--- config.mk ---
export PLATFORM = sky130hd
export DESIGN_NAME = chuff_sym_map
export DESIGN_NICKNAME = d
export VERILOG_FILES = /design/src/design/chuff_pkg.sv /design/src/design/chuff_sym_map.sv
export SDC_FILE = /design/constraint.sdc
export NUM_CORES = 2
export LEC_CHECK = 0
export ABC_AREA = 0
export BUFFER_PORTS_ARGS = -buffer_cell sky130_fd_sc_hd__buf_4
export CELL_PAD_IN_SITES_DETAIL_PLACEMENT = 1
export CELL_PAD_IN_SITES_GLOBAL_PLACEMENT = 2
export CORE_MARGIN = 2
export CORE_UTILIZATION = 30
export DETAILED_ROUTE_END_ITERATION = 16
export GPL_TIMING_DRIVEN = 0
export PLACE_DENSITY = 0.62
export SLEW_MARGIN = 40
export SYNTH_ARGS = -nofsm -noshare
export SYNTH_HDL_FRONTEND = slang
export SYNTH_SLANG_ARGS = --single-unit
--- constraint.sdc ---
create_clock -name clk -period 1.6 [get_ports clk]
set_input_delay 0.4 -clock clk [delete_from_list [all_inputs] [get_ports clk]]
set_output_delay 0.4 -clock clk [all_outputs]
set_load 0.01 [all_outputs]
--- src/design/chuff_pkg.sv ---
`default_nettype none

package chuff_pkg;

    // Table geometry
    localparam int MAX_SYMBOLS     = 256;
    localparam int MAX_CODE_LENGTH = 16;

    // Field widths
    localparam int OP_W       = 2;
    localparam int BYTE_W     = 8;
    localparam int SYM_CNT_W  = 9;
    localparam int CODE_W     = 16;
    localparam int LEN_OUT_W  = 5;

    // Derived widths
    localparam int LEN_W      = $clog2(MAX_CODE_LENGTH);
    localparam int SUM_W      = $clog2(MAX_CODE_LENGTH * ((1 << BYTE_W) - 1) + 1);
    localparam int DELTA_W    = BYTE_W + 1;
    localparam int MAP_DEPTH  = 1 << BYTE_W;

    typedef enum logic [OP_W-1:0] {
        OP_LOAD_COUNT  = 2'd0,
        OP_LOAD_SYMBOL = 2'd1,
        OP_LOOKUP      = 2'd2
    } op_t;

    typedef struct packed {
        logic              valid;
        logic [BYTE_W-1:0] pos;
    } map_entry_t;

    typedef struct packed {
        logic                 hit;
        logic [LEN_OUT_W-1:0] len;
        logic [CODE_W-1:0]    code;
    } lookup_t;

endpackage

`default_nettype wire

--- src/design/chuff_sym_map.sv ---
`default_nettype none

module chuff_sym_map (
    input  wire logic                           clk,
    input  wire logic                           rst_n,
    input  wire logic                           wr_en,
    input  wire logic [chuff_pkg::BYTE_W-1:0]   wr_sym,
    input  wire logic [chuff_pkg::BYTE_W-1:0]   wr_pos,
    input  wire logic [chuff_pkg::BYTE_W-1:0]   rd_sym,
    output chuff_pkg::map_entry_t               rd_entry
);

    logic [chuff_pkg::MAP_DEPTH-1:0] valid_reg;
    logic [chuff_pkg::BYTE_W-1:0]    pos_mem [chuff_pkg::MAP_DEPTH];
    logic                            rd_valid_reg;
    logic [chuff_pkg::BYTE_W-1:0]    rd_pos_reg;

    // Valid bits clear at reset so unwritten symbols read as absent
    always_ff @(posedge clk or negedge rst_n)
    begin
        if (!rst_n)
        begin
            valid_reg    <= '0;
            rd_valid_reg <= 1'b0;
        end
        else
        begin
            if (wr_en)
            begin
                valid_reg[wr_sym] <= 1'b1;
            end
            rd_valid_reg <= valid_reg[rd_sym];
        end
    end

    always_ff @(posedge clk)
    begin
        if (wr_en)
        begin
            pos_mem[wr_sym] <= wr_pos;
        end
        rd_pos_reg <= pos_mem[rd_sym];
    end

    assign rd_entry.valid = rd_valid_reg;
    assign rd_entry.pos   = rd_pos_reg;

endmodule

`default_nettype wire

# Word level (Yosys, flattened, before mapping)
# Memory sizes are Yosys's and may differ from the RTL's. A register that Yosys moved wholly into a read port is not among the register bits.
# Index checks and enable logic that the tools add are counted.
op_classes:
  bitwise_logic: 1
  mux: 6
  reduce_logical: 1
  order_cmp: 3
op_table:
  columns: ["op", "n"]
  rows:
  - ["256-bit OR", 1]
  - ["8-bit by 9-bit less-than comparator with 1-bit output (second input constant)", 2]
  - ["1-bit binary-select mux with 8-bit select", 1]
  - ["1-bit demux with 8-bit select", 1]
  - ["8-bit by 1-bit greater-or-equal comparator with 1-bit output (second input constant)", 1]
  - ["1-bit two-way mux", 4]
  - ["1-bit logical AND", 1]
word_totals:
  n_memories: 1
  output_inout_bits: 9
  mem_bits_rw: 2048
  regBits: 257
  word_cells: 14
  inputBits: 27
mem_list:
  columns: ["name", "depth", "word_bits", "read_ports", "rd_clocked_by_memory_dff", "wr", "line_no", "text"]
  rows:
  - ["pos_mem", 256, 8, 1, 1, 1, "chuff_sym_map.sv:14", "logic [chuff_pkg::BYTE_W-1:0] pos_mem [chuff_pkg::MAP_DEPTH];"]

# Longest topological paths before layout
depth:
  ltp_word: 5
  depth_mapped: 11
  depth_no_buf: 6

# Least setup slack after synthesis
# OpenSTA, ideal clock, no wires.
synth_timing:
  path_kind: "input port to flip-flop"
  start: "in rd_sym[0] in the netlist's numbering"
  end: "reg rd_pos_reg[3] in the netlist's numbering, read port of pos_mem"
  setup_slack_ns: -0.647
  t_arrival_ns: 2.118
  setup_ns: 0.129
  cell_stages: 8
  t_required_ns: 1.471
  path_buffers: 3
  cell_sequence: "buf_6 > buf_6 > buf_2 > mux4_2 > a221oi_1 > o32ai_1 > nor3_1 > nor4_2"
synth_lines:
  columns: ["item", "line_no", "text"]
  rows:
  - ["start: declaration", "chuff_sym_map.sv:9", "input wire logic [chuff_pkg::BYTE_W-1:0] rd_sym,"]
  - ["end: declaration", "chuff_sym_map.sv:16", "logic [chuff_pkg::BYTE_W-1:0] rd_pos_reg;"]

==> metrics.csv <==
stage;metric;value;unit
sta;timing.fmax;374;MHz
logic_synthesis;avgSynthCellArea;20.0;µm²
place;post-place-cells;8483;
place;hpwl;227000;µm
die;fp-row-count;200;
routing;drt-met1-wl;138000;µm
global_route;grt_pass1_wl;445000;µm
logic_synthesis;syn_area;0.0897;mm²
power_and_ir_drop;power.share.clock;43.3;%
sta;tightest_slew;1050;ps
die;core-area;0.297;mm²
clock_tree;cts_buffer_depth;3;
die;io_pins;36;
sta;timing.hold.ws;165;ps
final_layout;final_cell_mix;edfxtp_1, mux4_2, clkbuf_16, dfrtp_1, nor2_4;
sta;slew_viol_final;0;
sta;skew;78.0;ps
routing;firstDrtPassIters;5;
routing;routedWlPerCell;36.7;µm
job;maxCapViolCount;0;
setup_path;r2r_end;rd_pos_reg[4];
final_layout;mostFrequentLayoutCell;edfxtp_1;
final_layout;multi_input_area;0.0238;mm²
logic_synthesis;ys_types;54;
worst_hold_path;hp-class;input pin to async pin;
final_layout;post_route_cells_drive_above_1_share;39.9;%
logic_synthesis;syn_inst;4477;
routing;antenna_left;0;
place;portBuffers;28;
setup_path;reg2regPathDepth;6;
clock_tree;h-tree-depth;4;
power_and_ir_drop;ir_drop;0.922;mV
setup_path;start_kind;input pin;
clock_tree;tritoncts;built;
final_layout;seq_area;0.0681;mm²
sta;relSlewSlack;29.5;%
die;fp.dieW;551;µm
power_and_ir_drop;total_leakage_power;0.0363;µW
final_layout;nNetsFinal;4896;
die;design.die.area;0.303;mm²
routing;num_vias;48700;
clock_tree;cts_num_sinks;2313;
setup_path;setup.worst_path.class;input pin to flip-flop;
sta;postLayoutSetupSlackWorst;-1070;ps
logic_synthesis;synth.net_count;4504;
global_route;grt_pass1_vias;49900;
power_and_ir_drop;switching_share;23.4;%
sta;timing.final.hold_violations;0;
routing;maxUsedRoutingLayer;met4;
final_layout;fin_cells;9026;
outcome;violations;setup timing;
setup_path;rr_startpoint;pos_mem[98][4];
logic_synthesis;ys_warn_count;0;
power_and_ir_drop;power_frac_seq;49.2;%
setup_path;arrival;3390;ps
clock_tree;cts_buffers;238;
sta;rsz0062_at_grt;yes;
setup_path;reg2reg_slack;-1030;ps
power_and_ir_drop;pwr-share-comb;7.5;%
final_layout;fillers;28500;
sta;setup_viol;176;
global_route;track_usage;21.7;%
routing;routed_wl;331000;µm
global_route;grt_max_degree;93;
sta;setup-tns-final;-13880;ps
logic_synthesis;ys.flop_type;edfxtp_1;
final_layout;area_delta_synth_final;23.5;%
clock_tree;clk_latency;910;ps
place;gp_congestion;0.887;
logic_synthesis;synth_edf_count;2048;
power_and_ir_drop;power.switching;31700;µW
die;fp.dieH;551;µm
setup_path;endpoint_kind;flip-flop;
logic_synthesis;synthArstFlopShare;11.1;%
routing;vias_per_cell;5.40;
power_and_ir_drop;powerDensity;1230;mW/mm²
setup_path;required;2320;ps
power_and_ir_drop;internal_power;104000;µW
final_layout;largest_reg_flops;2048;
place;place_ws;-3430;ps
logic_synthesis;ys_ff_latch;2313;
routing;dr_wl_met2;156000;µm
clock_tree;path_clk_slew;60;ps
die;start_util;30.2;%
clock_tree;clock-root-buffer;clkbuf_16;
routing;drc_errors;0;
outcome;status;finished, violations left;
sta;min_period;2670;ps
routing;wl_met3;23900;µm
global_route;grt_antenna_before_repair;8;
logic_synthesis;yosysSeqAreaShare;75.9;%
routing;drt_iter0_drc;5689;
global_route;grt-ovfl-total;0;
sta;finalCritPeriodShare;167;%
final_layout;postLayoutCoreUtil;37.3;%
setup_path;path_max_fanout;10;
## cells in the mapped netlist, types with 3 or more instances
library cell	instances	share of area, %
o211ai_1	7	0.059
o32ai_1	4	0.039
dfrtp_1	257	7.2
a31oi_1	4	0.028
buf_12	5	0.11
o22a_1	7	0.068
a211oi_1	18	0.15
dfxtp_1	8	0.18
buf_6	36	0.45
clkbuf_1	124	0.52
nand2_1	48	0.20
buf_8	10	0.17
and3_1	4	0.028
and2_1	4	0.028
nand3_1	39	0.22
a221oi_1	16	0.16
buf_4	16	0.13
nor3_1	21	0.12
or2_2	261	1.8
o22ai_1	63	0.44
a32oi_1	3	0.029
nor4_2	15	0.21
a21oi_1	95	0.53
nor2_1	289	1.2
and3b_1	3	0.029
or3_1	3	0.021
o221ai_1	35	0.34
nand2b_1	9	0.063
o21ai_0	8	0.045
edfxtp_1	2048	69
buf_2	56	0.31
mux4_2	479	12
a311oi_1	7	0.068
a22o_1	17	0.17
a22oi_1	165	1.4
buf_1	17	0.071
nand4_1	13	0.091
nand3b_1	3	0.025
nor4_1	19	0.13
mux2i_1	200	2.2
nor2b_1	24	0.17
## layer usage
layer  vias to the layer above  track usage (%)
met5                         -                0
met2                      2032             34.6
met3                       414             4.02
met4                         0             7.80
met1                     27100             29.6
li1                      19100                -
## logic make-up (layout without fill, tap and decap cells)
| family | after synthesis | after routing | synth area share (%) |
|---|---|---|---|
| muxes | 679 | 679 | 14.3 |
| AOI/OAI and AO/OA | 458 | 458 | 3.59 |
| DFF | 2313 | 2313 | 75.9 |
| and+or+nand+nor | 762 | 762 | 4.44 |
| buffers and inverters | 265 | 870 | 1.77 |
| other | 0 | 5 | 0 |
## power by group through the flow
stage | combinational [µW] | sequential, µW | clock [µW]
5_1_grt | 10400 | 66800 | 61500
2_1_floorplan | 4180 | 67900 | 0
6_report | 10200 | 66700 | 58700
4_1_cts | 9900 | 66700 | 59300
3_5_place_dp | 9210 | 67900 | 0
3_3_place_gp | 8630 | 68000 | 0
## timing repair
action | 4_1_cts | 5_1_grt
hold endpoints to repair | 472 | 0
setup endpoints to repair | 1174 | 126
hold buffers | 10 | 0
pin swaps | 70 | 55
gates resized for setup | 437 | 125
setup buffers | 44 | 41
## worst max-delay path by stage
stage / depth (start not counted) / from / slack (ps) / end
global placement: 8 / rd_sym[5] / -4420 / rd_pos_reg[0]
global route: 6 / pos_mem[97][4] / -960 / rd_pos_reg[4]
finish: 8 / rd_sym[2] / -1070 / rd_pos_reg[3]
CTS: 6 / pos_mem[98][4] / -1010 / rd_pos_reg[4]
detailed placement: 8 / rd_sym[2] / -3430 / rd_pos_reg[2]
floorplan: 9 / rd_sym[0] / -570 / rd_pos_reg[6]
## worst max-delay path, cell delays in order
cell and delay, ps:
buf_4 250, buf_6 360, buf_4 400, nor2b_2 450
a21oi_1 270, a31oi_2 440, nor4_4 130, nor4_4 610
## stage by stage
step           area (µm²)  power, µW
2_1_floorplan       92200      72100
6_report           111000     136000
3_5_place_dp        98900      77200
3_3_place_gp        97300      76700
4_1_cts            110000     136000
5_1_grt            111000     139000
## cell type report
cell class,instances,share of cell area [%]
Sequential cell,2313,61.5
Buffer,254,2.89
Inverter,1,0.00339
Antenna cell,5,0.0113
Timing Repair Buffer,162,2.18
Multi-Input combinational cell,1899,21.5
Tap cell,3939,4.45
Clock buffer,324,6.05
Clock inverter,129,1.39
No activity file was read; power rests on OpenSTA's default activity.
