**src/design/chuff_pkg.sv**
```systemverilog
`default_nettype none

package chuff_pkg;

    // Table geometry
    localparam int MAX_SYMBOLS     = 256;
    localparam int MAX_CODE_LENGTH = 16;

    // Field widths
    localparam int OP_W       = 2;
    localparam int BYTE_W     = 8;
    localparam int SYM_CNT_W  = 9;
    localparam int CODE_W     = 16;
    localparam int LEN_OUT_W  = 5;

    // Derived widths
    localparam int LEN_W      = $clog2(MAX_CODE_LENGTH);
    localparam int SUM_W      = $clog2(MAX_CODE_LENGTH * ((1 << BYTE_W) - 1) + 1);
    localparam int DELTA_W    = BYTE_W + 1;
    localparam int MAP_DEPTH  = 1 << BYTE_W;

    typedef enum logic [OP_W-1:0] {
        OP_LOAD_COUNT  = 2'd0,
        OP_LOAD_SYMBOL = 2'd1,
        OP_LOOKUP      = 2'd2
    } op_t;

    typedef struct packed {
        logic              valid;
        logic [BYTE_W-1:0] pos;
    } map_entry_t;

    typedef struct packed {
        logic                 hit;
        logic [LEN_OUT_W-1:0] len;
        logic [CODE_W-1:0]    code;
    } lookup_t;

endpackage

`default_nettype wire

```
**src/design/chuff_len_table.sv**
```systemverilog
`default_nettype none

module chuff_len_table (
    input  wire logic                           clk,
    input  wire logic                           rst_n,
    input  wire logic                           wr_en,
    input  wire logic [chuff_pkg::LEN_W-1:0]    wr_idx,
    input  wire logic [chuff_pkg::BYTE_W-1:0]   wr_count,
    input  wire logic [chuff_pkg::BYTE_W-1:0]   look_pos,
    output chuff_pkg::lookup_t                  look
);

    localparam int N = chuff_pkg::MAX_CODE_LENGTH;

    // Per length: count, first position (base), one past last position (end),
    // and the first canonical code, all kept current as counts are loaded
    logic [chuff_pkg::BYTE_W-1:0] count_reg  [N];
    logic [chuff_pkg::BYTE_W-1:0] count_next [N];
    logic [chuff_pkg::SUM_W-1:0]  base_reg   [N];
    logic [chuff_pkg::SUM_W-1:0]  base_next  [N];
    logic [chuff_pkg::SUM_W-1:0]  end_reg    [N];
    logic [chuff_pkg::SUM_W-1:0]  end_next   [N];
    logic [chuff_pkg::CODE_W-1:0] first_reg  [N];
    logic [chuff_pkg::CODE_W-1:0] first_next [N];

    logic [chuff_pkg::DELTA_W-1:0] delta;
    logic [chuff_pkg::SUM_W-1:0]   delta_sum;
    logic [chuff_pkg::CODE_W-1:0]  delta_code;
    logic [N-1:0]                  hit_vec;
    logic [chuff_pkg::LEN_W-1:0]   sel;
    logic [chuff_pkg::SUM_W-1:0]   pos_ext;

    // A count change adds delta to ends from its length up and to later bases
    always_comb
    begin
        delta      = {1'b0, wr_count} - {1'b0, count_reg[wr_idx]};
        delta_sum  = {{(chuff_pkg::SUM_W - chuff_pkg::DELTA_W){delta[chuff_pkg::DELTA_W-1]}},
                      delta};
        delta_code = {{(chuff_pkg::CODE_W - chuff_pkg::DELTA_W){delta[chuff_pkg::DELTA_W-1]}},
                      delta};
        for (int l = 0; l < N; l++)
        begin
            count_next[l] = count_reg[l];
            base_next[l]  = base_reg[l];
            end_next[l]   = end_reg[l];
            first_next[l] = first_reg[l];
            if (wr_en)
            begin
                if (chuff_pkg::LEN_W'(l) == wr_idx)
                begin
                    count_next[l] = wr_count;
                end
                if (chuff_pkg::LEN_W'(l) >= wr_idx)
                begin
                    end_next[l] = end_reg[l] + delta_sum;
                end
                if (chuff_pkg::LEN_W'(l) > wr_idx)
                begin
                    base_next[l]  = base_reg[l] + delta_sum;
                    first_next[l] = first_reg[l]
                                  + (delta_code << (chuff_pkg::LEN_W'(l) - wr_idx));
                end
            end
        end
    end

    always_ff @(posedge clk or negedge rst_n)
    begin
        if (!rst_n)
        begin
            for (int l = 0; l < N; l++)
            begin
                count_reg[l] <= '0;
                base_reg[l]  <= '0;
                end_reg[l]   <= '0;
                first_reg[l] <= '0;
            end
        end
        else
        begin
            for (int l = 0; l < N; l++)
            begin
                count_reg[l] <= count_next[l];
                base_reg[l]  <= base_next[l];
                end_reg[l]   <= end_next[l];
                first_reg[l] <= first_next[l];
            end
        end
    end

    // Ends never decrease with length, so the lowest length whose end lies
    // past the position holds it
    always_comb
    begin
        pos_ext = chuff_pkg::SUM_W'(look_pos);
        sel     = '0;
        for (int l = 0; l < N; l++)
        begin
            hit_vec[l] = pos_ext < end_reg[l];
        end
        for (int l = N - 1; l >= 0; l--)
        begin
            if (hit_vec[l])
            begin
                sel = chuff_pkg::LEN_W'(l);
            end
        end
        look.hit  = |hit_vec;
        look.len  = chuff_pkg::LEN_OUT_W'(sel) + chuff_pkg::LEN_OUT_W'(1);
        look.code = first_reg[sel] + chuff_pkg::CODE_W'(pos_ext - base_reg[sel]);
    end

endmodule

`default_nettype wire

```
**config.mk**
```make
export PLATFORM = sky130hd
export DESIGN_NAME = chuff_len_table
export DESIGN_NICKNAME = d
export VERILOG_FILES = /design/src/design/chuff_pkg.sv /design/src/design/chuff_len_table.sv
export SDC_FILE = /design/constraint.sdc
export NUM_CORES = 2
export LEC_CHECK = 0
export ABC_CLOCK_PERIOD_IN_PS = 20400
export BUFFER_PORTS_ARGS = -buffer_cell sky130_fd_sc_hd__buf_2
export CAP_MARGIN = 20
export CORE_ASPECT_RATIO = 0.9
export CORE_MARGIN = 2
export CORE_UTILIZATION = 50
export DETAILED_ROUTE_END_ITERATION = 12
export PLACE_DENSITY = 0.69
export SETUP_SLACK_MARGIN = 0.15
export SYNTH_ARGS = -nofsm -noshare
export SYNTH_HDL_FRONTEND = slang
export SYNTH_SLANG_ARGS = --single-unit
```
**constraint.sdc**
```tcl
create_clock -name clk -period 20.4 [get_ports clk]
set_input_delay 1.02 -clock clk [delete_from_list [all_inputs] [get_ports clk]]
set_output_delay 1.02 -clock clk [all_outputs]
set_load 0.03 [all_outputs]
```
* Yosys cells after proc, flatten, opt, wreduce, memory -nomap -nowiden
Cells that the tools add are included.
** Cells by class
- Bitwise gates (word level) :: 2
- Reductions and logical operators :: 50
- Add/sub/neg operators :: 68
- Mux-type cells :: 25
- $lt $le $gt $ge :: 50
- Eq/ne operators :: 15
- Shifts and indexed selects :: 16
** Operators by type and width (count)
- adder 12 bit :: 32
- adder 16 bit :: 17
- left shift 16 x 4 -> 16 bit :: 16
- < comparator 8 x 12 -> 1 bit :: 16
- AND reduction 2 bit :: 48
- binary-select mux 16 bit (select 4 bit) :: 1
- two-way mux 4 bit :: 16
- binary-select mux 12 bit (select 4 bit) :: 1
- binary-select mux 8 bit (select 4 bit) :: 1
- == test 4 bit, first input constant :: 8
- >= comparator 4 bit, first input constant :: 8
- > comparator 4 bit, first input constant :: 8
- two-way mux 16 bit :: 2
- subtractor 4 bit, first input constant :: 8
- two-way mux 12 bit :: 2
- == test 3 x 4 -> 1 bit, first input constant :: 4
- >= comparator 3 x 4 -> 1 bit, first input constant :: 4
- > comparator 3 x 4 -> 1 bit, first input constant :: 4
- two-way mux 8 bit :: 2
- OR reduction 16 bit :: 1
- subtractor 3 x 4 -> 4 bit, first input constant :: 4
- subtractor 8 x 12 -> 13 bit :: 1
- >= comparator 5 bit, second input constant :: 2
- inverter 4 -> 5 bit :: 2
- other kinds (11) :: 18
** Word-level totals
- Input bits :: 23
- Register bits after elaboration :: 768
- Word-level logic and storage cells :: 290
- Output and inout bits :: 22

* Depth between registers and ports, before layout
- Word-level depth :: 23
- Mapped depth :: 38
- Gate-level depth less buffers :: 34

* Least setup slack after synthesis
OpenSTA, ideal clock, no wires.
- Kind :: input -> register
- From :: input port wr_idx[0] (netlist bit)
- To :: register first_reg[31] (netlist bit)
- Data required time :: 20274 ps
- Path slack :: 10935 ps
- Path buffers :: 7
- Stages :: 27
- Arrival :: 9340 ps
- Setup time :: 126 ps
- Cells stage by stage :: clkbuf_1 -> clkbuf_1 -> buf_1 -> buf_1 -> mux4_2 -> mux4_2 -> inv_1 -> ha_1 -> a21o_1 -> a21oi_1 -> o21bai_1 -> a21oi_1 -> o21ai_0 -> a21o_1 -> clkbuf_1 -> clkinv_1 -> buf_1 -> clkbuf_1 -> o21ai_0 -> o21bai_1 -> ha_1 -> nand3_1 -> o2111ai_1 -> a21oi_1 -> xnor2_1 -> nor2_1 -> xor2_1
** Between the ends
- Word-level cells in the longest chain between the ends :: 7
- Elaborated cells between the ends (all ways) :: 10
- Those cells by class :: 3 x add/sub; 1 x order compare; 1 x shift; 3 x mux; 1 x bitwise; 1 x reduce/logical
** Ends and longest elaborated chain
- start: declaration :: line chuff_len_table.sv:7 : input wire logic [chuff_pkg::LEN_W-1:0] wr_idx,
- inverter 4 -> 5 bit (not written as such) :: line chuff_len_table.sv:36 : delta = {1'b0, wr_count} - {1'b0, count_reg[wr_idx]};
- binary-select mux 8 bit (select 4 bit) :: line chuff_len_table.sv:36
- two-way mux 8 bit (not written as such) (2 in a row) :: line chuff_len_table.sv:36
- subtractor 8 x 8 -> 9 bit :: line chuff_len_table.sv:36
- left shift 16 x 4 -> 16 bit :: line chuff_len_table.sv:61 : + (delta_code << (chuff_pkg::LEN_W'(l) - wr_idx));
- adder 16 bit :: line chuff_len_table.sv:61
- end signal: indexed assignment :: line chuff_len_table.sv:86 : first_reg[l] <= first_next[l];
- end: declaration :: line chuff_len_table.sv:23 : logic [chuff_pkg::CODE_W-1:0] first_reg [N];
Several ways; a longest one is shown, not always the timed one. The select of a mux whose other input is x is not followed.
A chain may end at the register's enable or synchronous reset.

==> results by group <==
Outcome
  • Status: complete, no violations

Die
  • Initial Utilization: between 50% and 60%
  • Die height: roughly 330 um
  • Site Rows: 120
  • Die area: approximately 120000 um^2
  • Core area: about 120000 um^2
  • Die extent in x: 369.8 um
  • Io pins: 45

Global routing
  • Grt ovf: 0
  • Largest net degree at the start of global routing: 164
  • Wire length of the first global-routing pass: 289200 um
  • GRT Util Overall: approximately 30%
  • Vias in the first global route: around 50000
  • Initial antenna violation count: 9

Routing
  • Vias per std cell: between 5 and 6
  • First-pass iteration count of the detailed router: 8
  • Final WL: 184500 um
  • WL/cell: between 20 and 25 um
  • Via count: about 50000
  • Post-route ant nets: 0
  • Iter 0 DRT Violations: approximately 4700
  • Number of remaining DRC errors: 0

Pwr
  • Leakage: approximately 30 nW
  • Combinational power share: slightly above 60%
  • VDD IR max: 0.09403 mV
  • Sequential Power Share: about a quarter
  • PwrDens: about 180 nW/um^2
  • Net Sw Frac: between 40 and 50%
  • Clock network fraction of total power: ~15%
  • Psw: 5.368 mW
  • Internal power: approximately 6 mW

Cells and area
  • Max reg flops: 240
  • Nets@finish: between 7000 and 8000
  • Sequential cell area: roughly 19000 um^2
  • Multi-input logic area: between 30000 and 40000 um^2
  • Layout cell share with drive strength beyond 1: under 10%
  • Layout area overhead: 8.606%
  • Fill cell count: 10740

Synthesis
  • Synth Instances: roughly 7000
  • Yosys cell types: 82
  • Syn avg cell area: around 8.6 um^2
  • Synth async-reset ratio: 100.0%
  • Ys Warns: 0
  • Synth area leader: dfrtp_1
  • Top cell type's share of synthesized area: 30.76%
  • Top FF cell, synth: dfrtp_1
  • Seq cells post-synth: 740
  • Syn Nets: approximately 8000
  • Seq/Total Area, Yosys: slightly above 30%
  • Largest cells by area after synthesis: dfrtp_1, ha_1, nand2_1
  • EDFF count, synth: 0
  • Synthesized area: ~60000 um^2

Timing
  • Fin. Hold Viols: 0
  • Final max-slew violation count: 0
  • Clk_skew: roughly 0.05 ns
  • Maximum clock rate: around 90 MHz
  • Period utilisation layout: roughly 54%
  • Final WS setup: around 9.3 ns
  • Final setup viols: 0
  • Slew of the pin with the lowest slew margin: roughly 1.2 ns
  • Clock period minus worst slack: around 11 ns
  • RSZ-0062 raised after global routing: no
  • Setup tns final: 0 ns
  • Max-slew headroom: between 10% and 20%
  • Hold Slack: roughly 0.26 ns

Setup path
  • Critical-path top delay cell: o311ai_0
  • Critical path class: input port to output port
  • R2R Setup Slk: 12.38 ns
  • CP Capture Type: output port
  • Worst endpoint required time: a little under 20 ns
  • CP Data Arrival Time: about 10 ns
  • Critical path fanouts, max: 66
  • Most Frequent Cell on Critical Path: a21o_1
  • Largest incremental delay on the critical path: about 0.90 ns
  • Critical Path Start Type: input port

Clock tree
  • Post-CTS Resized: 0
  • Clk sink count: 740
  • Clock root buffer: clkbuf_16
  • Reg clk slew, reported paths: ~0.060 ns
  • CTS tree: yes
  • Worst skew pair latency: about 0.74 ns
  • Longest Clk Path Bufs: 3
  • Max H-tree Level: 3
  • Post-CTS setup buffer count: 0
  • Num CTS Buffers: 90
  • Cts hold-fix bufs: 0

Placed design
  • Port bufs: 44
  • Gp weighted congestion: around 1.1
  • Dpl ws: about 9.6 ns
  • Post-DP HPWL: between 100000 and 150000 um

Worst hold path
  • Hold Crit Class: input port to async pin

Flow run
  • Max-cap violations: 0
critical path: cells and delay by family:
family	cells	cell delay, ns
AND/OR/NAND/NOR	4	1.00
buffers and inverters	4	1.77
AO/OA/AOI/OAI	20	5.04
adder cells (fa/ha/maj)	3	1.00
XOR/XNOR	1	0.16
path summary, 6_finish.rpt:
path / end / startpoint / cells after the start
worst max-delay path: look[14] / look_pos[4] / 32
worst min-delay path: count_reg[107] / rst_n / 1
worst max register to register: first_reg[111] / count_reg[32] / 28
worst min register to register: base_reg[95] / base_reg[95] / 1
max in group asynchronous: base_reg[82] / rst_n / 4
min in group clk: base_reg[95] / base_reg[95] / 1
metal layers:
| metal | vias up | part of all wire (%) | GRT usage, % |
|---|---|---|---|
| met3 | 466 | 8.6 | 7.171 |
| met2 | 1769 | 43 | 45.33 |
| met5 | - | 0.031 | 0 |
| met1 | 24580 | 44 | 40.84 |
| li1 | 24300 | - | - |
| met4 | 8 | 4.7 | 12.54 |
per-stage QoR:
step                area (um^2)  total power, mW  instances  utilization (%)
CTS                       65350            11.39       8578            54.82
detailed placement        62130            9.583       8412            52.12
global route              65390            12.45       8581            54.85
floorplan                 60210            7.797       6986                -
finish                    65390            11.45       8581            54.85
global placement          62130            9.288       8412            52.12
kinds of logic (layout without fill, tap and decap cells):
logic type / after synthesis / in the layout / synth area share (%)
AOI/OAI and AO/OA: 1985 / 1985 / 19.79
xor gates and xnor gates: 553 / 553 / 8.044
adders and majority gates: 772 / 772 / 16.65
buffers and inverters: 735 / 743 / 4.672
DFF: 740 / 740 / 30.76
muxes: 318 / 318 / 6.613
other: 0 / 1 / 0
and+or+nand+nor: 1883 / 1883 / 13.47
power groups by stage:
stage / Clock (mW) / Combinational, mW / Sequential (mW)
final: 1.74 / 6.95 / 2.76
after global routing: 1.82 / 7.79 / 2.84
after CTS: 1.77 / 6.87 / 2.74
after detailed placement: 0 / 6.82 / 2.76
after global placement: 0 / 6.55 / 2.74
after floorplan: 0 / 5.27 / 2.52
cells in the final DEF, fill, tap and decap left out, drive strengths merged, types with 46 or more instances in the layout:
master,count
nand2,990
dfrtp,740
ha,723
o21ai,656
a21oi,604
nor2,448
inv,446
xnor2,345
o21bai,216
xor2,208
mux2,205
a21o,131
clkbuf,131
buf,126
nand3,109
mux2i,71
a21boi,54
nor3,54
and3,49
nand2b,49
fa,49
nor2b,48
o31ai,46
layout make-up:
| cell class | count | share of cell area [%] |
|---|---|---|
| multi-input cells | 5511 | 59.74 |
| flip-flops and latches | 740 | 28.32 |
| clock buffers | 130 | 4.057 |
| well taps | 1586 | 3.035 |
| inverters | 450 | 2.600 |
| repair buffers | 127 | 1.378 |
| clock inverters | 36 | 0.8630 |
| diodes | 1 | 0.003827 |
synthesized netlist by cell type (21+ instances only):
library cell and number:
clkbuf_1 228, o21ai_0 650, a31oi_1 42, ha_1 723, a311oi_1 21, o211ai_1 24, nor2b_1 48, o21a_1 26
inv_1 443, buf_1 41, nand2_1 989, nand3_1 109, nor2_1 448, a21o_1 131, mux2_2 204, and2_1 29
nor3b_1 26, a211oi_1 32, a21boi_0 53, nand2b_1 49, and3_1 49, o31ai_1 46, o21bai_1 216, nor3_1 53
xor2_1 208, xnor2_1 345, a21oi_1 604, fa_1 49, mux2i_1 70, dfrtp_1 740, mux4_2 42
No activity file was read; power rests on OpenSTA's default activity.
